==> src/rtl/sssd_pkg.sv <==
// Package for the sliding SSD block: shared types and constants.
// No dependencies.
package sssd_pkg;

    localparam int LAG_W   = 7;
    localparam int WIN_W   = 9;
    localparam int CH_W    = 3;
    localparam int SSD_W   = 42;
    localparam int LIDX_W  = 6;

    // sample width kept in the stores; samples are sign-extended from it
    localparam int SAMPLE_BITS = 16;

    localparam logic [1:0] CFG_LAG_COUNT     = 2'd0;
    localparam logic [1:0] CFG_WINDOW_FRAMES = 2'd1;
    localparam logic [1:0] CFG_CHANNEL_COUNT = 2'd2;

    // Job handed from front to back through the queue
    typedef struct packed {
        logic [LAG_W-1:0] lags;
        logic [WIN_W-1:0] frames;
        logic [CH_W-1:0]  ch;
    } sssd_job_t;

    typedef enum logic [1:0] {
        ST_IDLE,
        ST_RUN,
        ST_DRAIN,
        ST_OUT
    } sssd_state_t;

endpackage

==> src/rtl/sssd_front.sv <==
// Front part: accepts sample pairs, writes the stores, issues a job on the last pair.
// Depends on sssd_pkg.
module sssd_front #(
    parameter int ADDR_W = 10,
    parameter int SAMPLE_BITS = 16
) (
    input  logic                   clk,
    input  logic                   rst_n,
    input  logic                   in_valid,
    output logic                   in_ready,
    input  logic [15:0]            sample_a,
    input  logic [15:0]            sample_b,
    input  logic                   last_sample,
    input  sssd_pkg::sssd_job_t    cfg_job,
    input  logic                   busy,
    output logic                   wr_en,
    output logic [ADDR_W-1:0]      wr_addr,
    output logic [SAMPLE_BITS-1:0] wr_a,
    output logic [SAMPLE_BITS-1:0] wr_b,
    output logic                   job_valid,
    output sssd_pkg::sssd_job_t    job
);
    import sssd_pkg::*;

    logic [ADDR_W-1:0] wp_reg, wp_next;
    logic              xfer;

    // stall while a job is queued or in work
    assign in_ready = !busy;
    assign xfer     = in_valid && in_ready;
    assign wr_en    = xfer;
    assign wr_addr  = wp_reg;
    assign wr_a     = sample_a[SAMPLE_BITS-1:0];
    assign wr_b     = sample_b[SAMPLE_BITS-1:0];
    assign job_valid = xfer && last_sample;
    assign job      = cfg_job;

    // write pointer, cleared on the last pair
    always_comb
    begin
        wp_next = wp_reg;
        if (xfer)
        begin
            if (last_sample)
                wp_next = '0;
            else
                wp_next = wp_reg + 1'b1;
        end
    end

    always_ff @(posedge clk or negedge rst_n)
    begin
        if (!rst_n)
            wp_reg <= '0;
        else
            wp_reg <= wp_next;
    end
endmodule

==> config.mk <==
export PLATFORM = sky130hd
export DESIGN_NAME = sssd_front
export DESIGN_NICKNAME = d
export VERILOG_FILES = /design/src/rtl/sssd_pkg.sv /design/src/rtl/sssd_front.sv
export SDC_FILE = /design/constraint.sdc
export NUM_CORES = 1
export LEC_CHECK = 0
export BUFFER_PORTS_ARGS = -buffer_cell sky130_fd_sc_hd__clkbuf_2
export CAP_MARGIN = 30
export CORE_UTILIZATION = 34
export CTS_CLUSTER_DIAMETER = 200
export CTS_CLUSTER_SIZE = 28
export DETAILED_ROUTE_END_ITERATION = 16
export GPL_TIMING_DRIVEN = 1
export HOLD_SLACK_MARGIN = 0.03
export PLACE_DENSITY_LB_ADDON = 0.15
export SYNTH_ARGS = -nofsm -noshare
export SYNTH_HDL_FRONTEND = slang
export SYNTH_SLANG_ARGS = --single-unit
export TNS_END_PERCENT = 50
==> constraint.sdc <==
create_clock -name clk -period 2.8 [get_ports clk]
set_clock_uncertainty 0.05 [all_clocks]
set_input_delay 0.14 -clock clk [delete_from_list [all_inputs] [get_ports clk]]
set_output_delay 0.14 -clock clk [all_outputs]
set_load 0.01 [all_outputs]
Yosys cells after proc, flatten, opt, wreduce, memory -nomap -nowiden --
Index checks and enable logic that the tools add are counted.
Storage, ports and cells: register bits after elaboration 10, bits of input ports 56, memories kept 0, RAM bits 0, logic and storage cells 6, bits in latches 0, ROM bits 0
Cells by class: reductions and logical operators 3, shift-type cells 0, mux-type cells 1, equal/unequal tests 0, $lt $le $gt $ge 0, divide/modulo/power cells 0, $mul 0, bitwise logic cells 0, $add $sub $neg 1
Operators with widths (number):
- 10-bit by 1-bit adder with 10-bit output, second input constant | 1
- 10-bit two-way mux | 1
- 1-bit logical AND | 2
- 1-bit zero test | 1

Logic depth before layout (Yosys ltp) --
depth after elaboration 3, depth in mapped cells 5

Worst setup path before layout --
OpenSTA, ideal clock, no wires.
path kind register -> register, from reg wp_reg[0] (netlist: wr_addr[0]), to reg wp_reg[8] (netlist: wr_addr[8]), setup time 0.078 ns, stages on the path, launching flop included 5, path slack 1.272 ns, arrival time 1.400 ns, required time 2.672 ns, cell sequence dfrtp_1 -> ha_1 -> nand4b_2 -> or4_1 -> a21oi_1
On the way: cells in the longest elaborated chain, start to end 2
Ends and longest elaborated chain:
- from (decl) | RTL line sssd_front.sv:25 | logic [ADDR_W-1:0] wp_reg, wp_next;
- from (signal assigned) | RTL line sssd_front.sv:56 | wp_reg <= wp_next;
- 10-bit by 1-bit adder with 10-bit output | RTL line sssd_front.sv:47 | wp_next = wp_reg + 1'b1;
- 10-bit two-way mux | RTL line sssd_front.sv:44 | if (last_sample)
No other way between the ends. A chain may end at the register's enable or synchronous reset.

Worst setup path after layout --
Ends and elaborated chain as after synthesis.

==> flow_metrics.tcl <==
set metrics [dict create \
    status "completed" \
    post_cts_buffers 0 \
    worst_pin_slew_ns 0.437 \
    dpl_cell_area_um2 653 \
    fin_tns_setup_ns 0 \
    slew_headroom_pct 70.9 \
    hold_end "wr_addr[2]" \
    setup_viol 0 \
    peakVddDrop_v 0.000191 \
    cp_max_fo 6 \
    largest_register_ff_count 10 \
    min_from "last_sample" \
    finalCritPeriodShare_pct 57.2 \
    cp-start-kind "register" \
    die_h_um 54.0 \
    num_rows 18 \
    grt_pass1_wl_um 2300 \
    grt_setup_unrepaired "false" \
    io_pins 120 \
    start_util_pct 36.4 \
    clk_path_buf_depth 2 \
    clock-root-buffer "clkbuf_4" \
    ctsHoldBuffers 1 \
    drc_errors 0 \
    antenna_found_initial 0 \
    numPortBuffers 17 \
    clkSlewWorstSetupHoldPaths_ns 0.07 \
    first_pass_iters 4 \
    syn_nets 166 \
    core_um2 2520 \
    grtUsageTotal_pct 11.6 \
    synth_common_cells "buf_4, dfrtp_1, nand2_1, a21oi_1, inv_1" \
    grt_overflow 0 \
    fin_crit_ns 1.60 \
    dieArea_um2 2910 \
    drt_iter0_markers 10 \
    hold_path.class "in -> reg" \
    postSynthAreaPerCell_um2 8.43 \
    hpwl_um 1210 \
    reg2reg_setup_slack_ns 1.20 \
    fin_cells 108 \
    finalNetCount 137 \
    ys_ff_latch 10 \
    wl_per_cell_um 15.0 \
    rr_worst_depth 4 \
    r2r-end "wr_addr[8]" \
    maxCapViolations 0 \
    worst_setup_path_end_kind "register" \
    globalplace.congestion 0.700 \
    cts_resized 0 \
    power.leakage_nw 0.337 \
    cp.required_ns 2.94 \
    ys.flop_type "dfrtp_1" \
    cts_tree "built" \
    first_global_vias 485 \
    critPathKind "reg -> reg" \
    clock_sinks 10 \
    clock_latency_ns 0.26 \
    syn_inst 109 \
    viasPerCell 5.09 \
    syn-cell-area_um2 918 \
    cp.arrival_ns 1.74 \
    hold_viol 0 \
    antenna_left 0 \
    die_x_um 54.0 \
    diodes 0 \
    p_per_area_nw_per_um2 472 \
    grt_start_max_net_pins 13 \
    numCtsBuffers 3 \
    crit-reg2reg-launch "wr_addr[0]" \
    slew_viol_final 0 \
    area_delta_synth_final_pct -25.3 \
    synth_most_common_cell "buf_4" \
    stdcell_area_um2 686 \
    async_flop_share_pct 100 \
    hold_depth 2 \
    drt_wl_total_um 1620 \
    fmax_ghz 0.625 \
    yosysWarningCount 0 \
    synth.distinct_cells 21 \
    synth.largest_area_cell "buf_4" \
    seq_area_frac_synth_pct 27.2 \
    vias 550 \
    synth_top_area_share_pct 41.7 \
    fin_util_pct 27.2 \
    synth_edf_count 0 \
    synth_area_leaders "buf_4, dfrtp_1, a21oi_1, nand2_1, or3_1" \
    drive_above_1_share_pct 28.2 \
    dp_cells 104 \
    htree_levels 1 \
]
-- where the power goes --
group	switching [mW]	internal (mW)
Combinational	0.0321	0.0235
Clock	0.0485	0.0496
Sequential	0.0153	0.155
-- per-layer routing --
layer	routed length [um]	track usage (%)	vias to the layer above
li1	-	-	254
met1	687	12.9	254
met2	647	15.4	26
met3	202	5.37	16
met4	78	12.4	0
met5	0	0	-
-- critical path, cell delays in order (launching register included) --
cell and delay (ns):
dfrtp_1 0.41, ha_1 0.24, nand4b_2 0.18, or4_1 0.49, a21oi_1 0.16
-- kinds of logic after synthesis --
kind of cell	count (synthesis)	synth area share (%)
buffers and inverters	57	44.3
AND/OR/NAND/NOR	26	17.6
AO/OA/AOI/OAI	14	8.45
flip-flops	10	27.2
multiplexers	1	1.09
adder cells (fa/ha/maj)	1	1.36
-- final cells by class --
class | instances | area (um^2)
flip-flops and latches | 10 | 250
fillers | 291 | 1840
multi-input cells | 42 | 262
clock buffers | 3 | 22.5
repair buffers | 18 | 95.1
inverters | 5 | 18.8
well taps | 30 | 37.5
-- worst max path at each step --
stage                          start    endpoint  slack [ns]  depth (start not counted)
after global placement    wr_addr[0]  wr_addr[8]        1.24                          4
after CTS                 wr_addr[0]  wr_addr[8]        1.18                          4
after floorplan           wr_addr[0]  wr_addr[8]        1.27                          4
after global routing      wr_addr[0]  wr_addr[8]        1.07                          4
after detailed placement  wr_addr[0]  wr_addr[8]        1.18                          4
final                     wr_addr[0]  wr_addr[8]        1.20                          4
-- cells in the final DEF, fill, tap and decap left out, drive strengths merged --
cell type and n:
or4 3, inv 5, o21ai 4, nand3 2
o31ai 3, a21oi 7, nand3b 2, nand2 8
dfrtp 10, dlygate4sd3 1, or3 4, nor2b 1
and2b 1, nand2b 2, mux2i 1, nand4b 1
nand4 1, ha 1, nor4 1, clkbuf 20
-- metrics by stage --
stage               hold slack [ns]  total power, mW  setup slack, ns
floorplan                    -0.206            0.276             1.27
global placement            -0.0145            0.228             1.24
detailed placement          -0.0215            0.228             1.18
CTS                          0.0801            0.330             1.18
global route                 0.0821            0.350             1.07
finish                       0.0795            0.324             1.20
Power figures use the tool's default switching activity.
