--- config.mk ---
export PLATFORM = sky130hd
export DESIGN_NAME = sssd_queue
export DESIGN_NICKNAME = d
export VERILOG_FILES = /design/src/rtl/sssd_pkg.sv /design/src/rtl/sssd_queue.sv
export SDC_FILE = /design/constraint.sdc
export NUM_CORES = 1
export LEC_CHECK = 0
export CAP_MARGIN = 5
export CORE_AREA = 2 2 39 41
export CTS_CLUSTER_SIZE = 28
export DETAILED_ROUTE_END_ITERATION = 10
export DIE_AREA = 0 0 41 43
export DONT_BUFFER_PORTS = 1
export GPL_TIMING_DRIVEN = 1
export PLACE_DENSITY = 0.73
export SYNTH_ARGS = -nofsm -noshare
export SYNTH_HDL_FRONTEND = slang
export SYNTH_SLANG_ARGS = --single-unit
--- constraint.sdc ---
create_clock -name clk -period 0.8 [get_ports clk]
set_input_delay 0.16 -clock clk [delete_from_list [all_inputs] [get_ports clk]]
set_output_delay 0.16 -clock clk [all_outputs]
set_load 0.005 [all_outputs]
--- src/rtl/sssd_pkg.sv ---
// Package for the sliding SSD block: shared types and constants.
// No dependencies.
package sssd_pkg;

    localparam int LAG_W   = 7;
    localparam int WIN_W   = 9;
    localparam int CH_W    = 3;
    localparam int SSD_W   = 42;
    localparam int LIDX_W  = 6;

    // sample width kept in the stores; samples are sign-extended from it
    localparam int SAMPLE_BITS = 16;

    localparam logic [1:0] CFG_LAG_COUNT     = 2'd0;
    localparam logic [1:0] CFG_WINDOW_FRAMES = 2'd1;
    localparam logic [1:0] CFG_CHANNEL_COUNT = 2'd2;

    // Job handed from front to back through the queue
    typedef struct packed {
        logic [LAG_W-1:0] lags;
        logic [WIN_W-1:0] frames;
        logic [CH_W-1:0]  ch;
    } sssd_job_t;

    typedef enum logic [1:0] {
        ST_IDLE,
        ST_RUN,
        ST_DRAIN,
        ST_OUT
    } sssd_state_t;

endpackage

--- src/rtl/sssd_queue.sv ---
// One-entry job queue between front and back.
// Depends on sssd_pkg.
module sssd_queue (
    input  logic                clk,
    input  logic                rst_n,
    input  logic                push,
    input  sssd_pkg::sssd_job_t push_job,
    input  logic                pop,
    output logic                full,
    output sssd_pkg::sssd_job_t head
);
    import sssd_pkg::*;

    logic      full_reg, full_next;
    sssd_job_t job_reg;

    assign full = full_reg;
    assign head = job_reg;

    always_comb
    begin
        full_next = full_reg;
        if (pop)
            full_next = 1'b0;
        if (push)
            full_next = 1'b1;
    end

    always_ff @(posedge clk or negedge rst_n)
    begin
        if (!rst_n)
            full_reg <= 1'b0;
        else
            full_reg <= full_next;
    end

    always_ff @(posedge clk)
    begin
        if (push)
            job_reg <= push_job;
    end
endmodule

# Yosys cells after proc, flatten, opt, wreduce, memory -nomap -nowiden
# Cells that the tools add are included.
# W data, S select, Z words.
[totals]
register_bits = 20
inputBits = 23
output_inout_bits = 20
elab_cells = 7
[classes]
mux = 2
n_reduce_logical = 1
[ops]
columns = ["cell", "n"]
rows = [
  ["$mux W1", 2],
  ["$reduce_bool A2 Y1", 1],
]

# Logic depth before layout (Yosys ltp)
# Gate-level depths: netlist (run 1).
[logic_depth]
word_depth = 2
ltp_mapped = 2
mapped_depth_nobuf = 2

# Worst setup path before layout (run 1)
# OpenSTA, ideal clock, no wires.
[synth_path]
kind = "reg-to-reg"
from = "register full (netlist name)"
to = "register full_reg (netlist: full)"
setup_time_ps = 118
arrival_ps = 533
required_time_ps = 682
setup_slack_ps = 149
stages_incl_launch_ff = 2
path_buffers = 0
path_cell_list = "dfrtp_1 a21o_1"
[synth_rtl]
columns = ["element", "line", "text"]
rows = [
  ["end signal, assigned", "sssd_queue.sv:34", "full_reg <= full_next;"],
  ["end, declared", "sssd_queue.sv:14", "logic full_reg, full_next;"],
]

# Final worst setup path (run 1)
[layout_path]
from = "register job_reg, in the netlist head[5]"
to = "output port head[5] (netlist bit)"
[layout_rtl]
columns = ["element", "line", "text"]
rows = [
  ["start, declared", "sssd_queue.sv:15", "sssd_job_t job_reg;"],
  ["start signal, assigned", "sssd_queue.sv:40", "job_reg <= push_job;"],
  ["end, declared", "sssd_queue.sv:10", "output sssd_pkg::sssd_job_t head"],
]
# No word-level cell between the ends.

==> summary.txt, run 1 <==
Routing
  – Wire per inst: 16.0 um
  – Pre-antenna DRT Iters: 2
  – Post-DRT Antenna Nets: 0
  – Total number of vias: 293
  – Drt drc: 0
  – Drt total wl: 995 um
  – 1st-iter DRT viols: 1
  – Via-to-Cell Ratio: 4.73

Min path
  – Min-Delay Path Class: input pin to flop
  – Hold path cells: 1

Timing
  – Setup Viol. Count Final: 20
  – Crit path time final: 869 ps
  – Period utilization: 109%
  – Final setup TNS: -1070 ps
  – RSZ-0062 raised after global routing: true
  – Final setup margin: -69.3 ps
  – Final Slew Violations: 0
  – Fin. Hold Viols: 20
  – Final hold slack: -39.7 ps
  – Worst slew pin tran: 105 ps
  – Fmax: 1.15 GHz
  – Slew Limit Headroom: 93.0%
  – Clock skew: 0 ps

Job
  – Max-cap check violation count: 0

Synthesis
  – Synth Area per Inst: 27.6 um^2
  – Distinct cells, synth: 4
  – Main area contributors after synthesis: edfxtp_1, dfrtp_1, a21o_1, inv_1
  – Yosys reg bits: 20
  – Synth Warn #: 0
  – EDFF count, synth: 19
  – Largest family of logic cells by synthesized area: compound AO/OA/AOI/OAI gates
  – Most common cell in the netlist: edfxtp_1
  – Post-Synth Simple-Gate Area: 0%
  – Post-Synth XOR/XNOR Area: 0%
  – Top_reg_cell synth: edfxtp_1
  – Mapped cell area: 607 um^2
  – Yosys top cell area share: 94.0%
  – Mux contribution to synthesized area: 0%
  – List of most frequent post-synthesis cells: edfxtp_1, a21o_1, dfrtp_1, inv_1
  – Mapped Cells: 22
  – Adder-cell share of the synthesized area: 0%
  – Sequential share of the synthesized area: 98.1%
  – Syn nets: 45
  – Async set or reset register ratio after synthesis: 5.00%
  – Synth Area in Compound Gates: 1.24%
  – Cell taking the most area after synthesis: edfxtp_1

Power
  – Power Dens Cells: 2220 nW/um^2
  – Pint: 1580 uW
  – Seq pwr share: 66.7%
  – Sw Share: 17.5%
  – Comb power frac: 4.3%
  – Clock group share of total power: 29.0%
  – Worst vdd ir: 1.09 mV
  – Leak: 0.000312 uW
  – Switching power: 337 uW

Global routing
  – Vias in the first global route: 331
  – GR Util All Layers: 12.4%
  – Grt total ovfl: 0
  – Initial antenna violation count: 0
  – First-pass GRT wire length: 1360 um
  – Largest net degree at the start of global routing: 21

Die
  – # rows: 14
  – Die ar.: 1760 um^2
  – IO Pins: 43
  – Initial Util: 43.9%
  – Die Height: 43 um
  – Core area: 1380 um^2
  – Die Span X: 41 um

Setup path
  – CP Capture Type: primary output
  – Reg2Reg Depth: 1
  – Crit path depth: 0
  – Critical Path RT: 640 ps
  – WS Path Type: flop to primary output
  – Worst EP arrival: 710 ps
  – Worst Path Max Fanout: 1
  – Crit start category: flop

Clocking
  – Number of CTS-inserted buffers: 3
  – Max Buffers Root-to-Sink: 2
  – CTS sink cnt: 20
  – Post CTS Setup Buffer Count: 0
  – TritonCTS clock tree: done
  – Later-pin clock latency in the skew report: 280 ps
  – CTS clk-pin slew, worst paths: 100 ps
  – H-Tree Depth: 1
  – Post-CTS Hold Buffers: 20
  – CTS root buffer: clkbuf_4

Finish
  – Final instance area: 863 um^2
  – Register area: 596 um^2
  – Max reg flops: 19
  – Multi-input gate area: 7.51 um^2
  – Fin util: 62.4%
  – Share of layout cells above drive strength 1: 8.70%
  – Layout fillers: 106
  – # diodes: 0
  – # nets final: 70
  – Synthesis-to-finish area growth: 42.3%

Placement
  – Worst slack at placement: 121 ps
  – Routability Congestion: 0.565
  – Placed cell areas: 627 um^2
  – Port Buf Inserts: 0

Run status
  – Failing checks: hold timing, setup timing
  – Status: complete, but fails checks
==> power groups by stage <==
stage,logic [uW],registers (uW),clock network (uW)
floorplan,3.53,1290,0
global placement,3.72,1310,0
global route,89.0,1290,607
finish,81.7,1280,557
detailed placement,4.14,1310,0
CTS,81.4,1280,571
==> routing by layer <==
layer  track usage, %  vias to the layer above  part of all wire [%]
li1                 -                      132                     -
met2             21.9                       22                    57
met3             3.66                        0                   6.5
met4             8.00                        0                     0
met5                0                        -                     0
met1             10.9                      139                    36
==> cells by family (layout without fill, tap and decap cells) <==
kind of cell           Yosys count  after routing
DFF                             20             20
buffers and inverters            1             25
AOI/OAI and AO/OA                1              1
==> final cells by class <==
cell class                      instances  share of cell area, %
Sequential cell                        20                   69.0
Multi-Input combinational cell          1                  0.870
Timing Repair Buffer                   20                   23.2
Inverter                                1                  0.435
Clock buffer                            4                   4.20
Tap cell                               16                   2.32
==> final timing paths <==
kind | start | endpoint | slack [ps]
max reg2reg | full | full | 110
min in group asynchronous | rst_n | full | 70
max | head[5] | head[5] | -70
min reg2reg | full | full | 530
min | push | full | -40
max in group asynchronous | rst_n | full | 640
==> layout by cell type (no fill, tap or decap) <==
master | netlist | layout
clkbuf_8 | 0 | 1
inv_1 | 1 | 1
clkbuf_4 | 0 | 3
edfxtp_1 | 19 | 19
dfrtp_1 | 1 | 1
a21o_1 | 1 | 1
dlygate4sd3_1 | 0 | 20
==> stage by stage <==
stage,cells,power (uW)
2_1_floorplan,22,1300
3_5_place_dp,38,1310
5_1_grt,62,1990
3_3_place_gp,38,1310
6_report,62,1920
4_1_cts,62,1940
==> what timing repair did <==
item,4_1_cts,5_1_grt
resized for setup,0,0
endpoints found under the setup margin,20,20
endpoints found under the hold margin,40,20
No activity file was read; power rests on OpenSTA's default activity.
==> run 2, diff against run 1 <==
- CAP_MARGIN: 5 -> unset
- CORE_AREA: 2 2 39 41 -> unset
- CORE_MARGIN: unset -> 2
- CORE_UTILIZATION: unset -> 25
- DIE_AREA: 0 0 41 43 -> unset
- PLACE_DENSITY: 0.73 -> 0.5
==> run 2 against run 1 <==
Effect of this change:
- the run still ends with hold timing, setup timing left
- clock power fell by 1%
- flip-flop and latch count did not move
- register-to-register slack about the same
- sequential power barely moved
- non-clock buffer count unchanged
==> summary.txt, run 2 (same netlist as run 1, synthesis figures left out) <==
Global routing
  – GR Util All Layers: 7.75% (-4.6 points)
  – Initial antenna violation count: 0 (unchanged)
  – First-pass GRT wire length: 1460 um (+7.1%)
  – Vias in the first global route: 312 (-5.7%)
  – Largest net degree at the start of global routing: 21 (unchanged)
  – Grt total ovfl: 0 (unchanged)

Setup path
  – Critical Path RT: 640 ps (about the same)
  – WS Path Type: flop to primary output
  – Crit path depth: 0 (unchanged)
  – Worst Path Max Fanout: 1 (unchanged)
  – Crit start category: flop
  – Worst EP arrival: 700 ps (about the same)
  – Reg2Reg Depth: 1 (unchanged)
  – CP Capture Type: primary output

Clocking
  – H-Tree Depth: 1 (unchanged)
  – Post_cts resized: 0 (unchanged)
  – Max Buffers Root-to-Sink: 2 (unchanged)
  – Number of CTS-inserted buffers: 3 (unchanged)
  – Post-CTS Hold Buffers: 20 (unchanged)
  – Later-pin clock latency in the skew report: 290 ps (about the same)
  – CTS clk-pin slew, worst paths: 100 ps (about the same)
  – TritonCTS clock tree: done
  – CTS sink cnt: 20 (unchanged)
  – CTS root buffer: clkbuf_4

Routing
  – 1st-iter DRT viols: 0 (-1)
  – Wire per inst: 13.4 um (-16%)
  – Drt total wl: 992 um (-0.30%)
  – Routed met2 length: 511 um (-11%)
  – Total number of vias: 297 (+1.4%)
  – Metal3 WL: 114 um (+75%)
  – M1 WL: 366 um (+2.2%)
  – Pre-antenna DRT Iters: 1 (-1)
  – Post-DRT Antenna Nets: 0 (unchanged)
  – Drt drc: 0 (unchanged)
  – Max Used Layer: met3
  – Via-to-Cell Ratio: 4.01 (-15%)

Placement
  – Routability Congestion: 0.598 (+5.9%)
  – Port Buf Inserts: 0 (unchanged)
  – Placed Cells: 50 (+32%)
  – Placed cell areas: 642 um^2 (+2.4%)

Power
  – Power Dens Cells: 2180 nW/um^2 (-2.1%)
  – Leak: 0.000312 uW (unchanged)
  – Worst vdd ir: 1.04 mV (-4.3%)

Timing
  – Setup Viol. Count Final: 20 (unchanged)
  – Slew Limit Headroom: 93.1% (+0.098 points)
  – Fmax: 1.16 GHz (+0.55%)
  – Clock skew: 0 ps (unchanged)
  – Final setup TNS: -1030 ps (+34.8 ps)
  – Period utilization: 108% (-0.60 points)
  – Final Slew Violations: 0 (unchanged)
  – Final setup margin: -64.6 ps (+4.77 ps)
  – RSZ-0062 raised after global routing: true
  – Crit path time final: 865 ps (-4.77 ps)
  – Worst slew pin tran: 103 ps (-1.47 ps)
  – Fin. Hold Viols: 20 (unchanged)
  – Final hold slack: -42.8 ps (-3.12 ps)

Finish
  – Multi-input gate area: 7.51 um^2 (unchanged)
  – Synthesis-to-finish area growth: 44.7%
  – Share of layout cells above drive strength 1: 8.70% (unchanged)
  – Commonest non-fill, non-tap cells in the layout: dlygate4sd3_1, edfxtp_1, clkbuf_4
  – Max reg flops: 19 (unchanged)
  – # nets final: 70 (unchanged)
  – Commonest non-fill, non-tap cell in the layout: dlygate4sd3_1
  – Register area: 596 um^2 (unchanged)
  – # diodes: 0 (unchanged)
  – Final instance area: 878 um^2 (+1.7%)
  – Non-Filler Instances: 74 (+19%)
  – Layout fillers: 230 (+120%)

Min path
  – Min-Delay Path Class: input pin to flop
  – Hold path cells: 1 (unchanged)

Die
  – # rows: 17 (+3)
  – Die Span X: 53.3 um (+30%)
  – Core area: 2250 um^2 (+63%)
  – Die ar.: 2840 um^2 (+61%)
  – Initial Util: 26.9% (-17 points)
  – IO Pins: 43 (unchanged)
  – Die Height: 53.3 um (+24%)

Run status
  – Status: complete, but fails checks
  – Failing checks: hold timing, setup timing

Job
  – Max-cap check violation count: 0 (unchanged)
[run 2: cell counts in the layout (fill, tap and decap cells not counted)]
Identical to the previous run, type by type.
[run 2: routing by layer]
layer | vias to the layer above | track usage (%)
met1 | 139 | 6.74
met5 | - | 0
met3 | 0 | 4.80
li1 | 133 | -
met2 | 25 | 13.6
met4 | 0 | 3.85
[run 2: metrics by stage]
| stage | total power, uW | util [%] | setup slack [ps] |
|---|---|---|---|
| 2_1_floorplan | 1300 | - | 149 |
| 3_3_place_gp | 1310 | 28.5 | 130 |
| 3_5_place_dp | 1310 | 28.5 | 126 |
| 4_1_cts | 1950 | 39.0 | -93.1 |
| 5_1_grt | 2020 | 39.0 | -115 |
| 6_report | 1910 | 39.0 | -64.6 |
[run 2: final cells by class]
class / count / area share, %
clock buffer: 4 / 4.13
inverter: 1 / 0.427
multi-input combinational: 1 / 0.855
sequential: 20 / 67.8
tap: 28 / 3.99
timing repair buffer: 20 / 22.8
[run 2: worst paths after layout]
kind	startpoint	to	slack (ps)
setup / recovery	head[4]	head[4]	-60
hold / removal	push	full	-40
setup reg to reg	full	full	120
hold reg to reg	full	full	520
max in group asynchronous	rst_n	full	630
min in group asynchronous	rst_n	full	70
[run 2: timing repair]
item / 4_1_cts / 5_1_grt
buffers inserted: 0 / 0
hold endpoints to repair: 40 / 20
endpoints found under the setup margin: 20 / 20
pin swaps: 0 / 0
[run 2: where the power goes]
group | internal (uW) | switching (uW)
sequential | 1240 | 42.3
combinational | 66.8 | 13.1
clock | 277 | 274
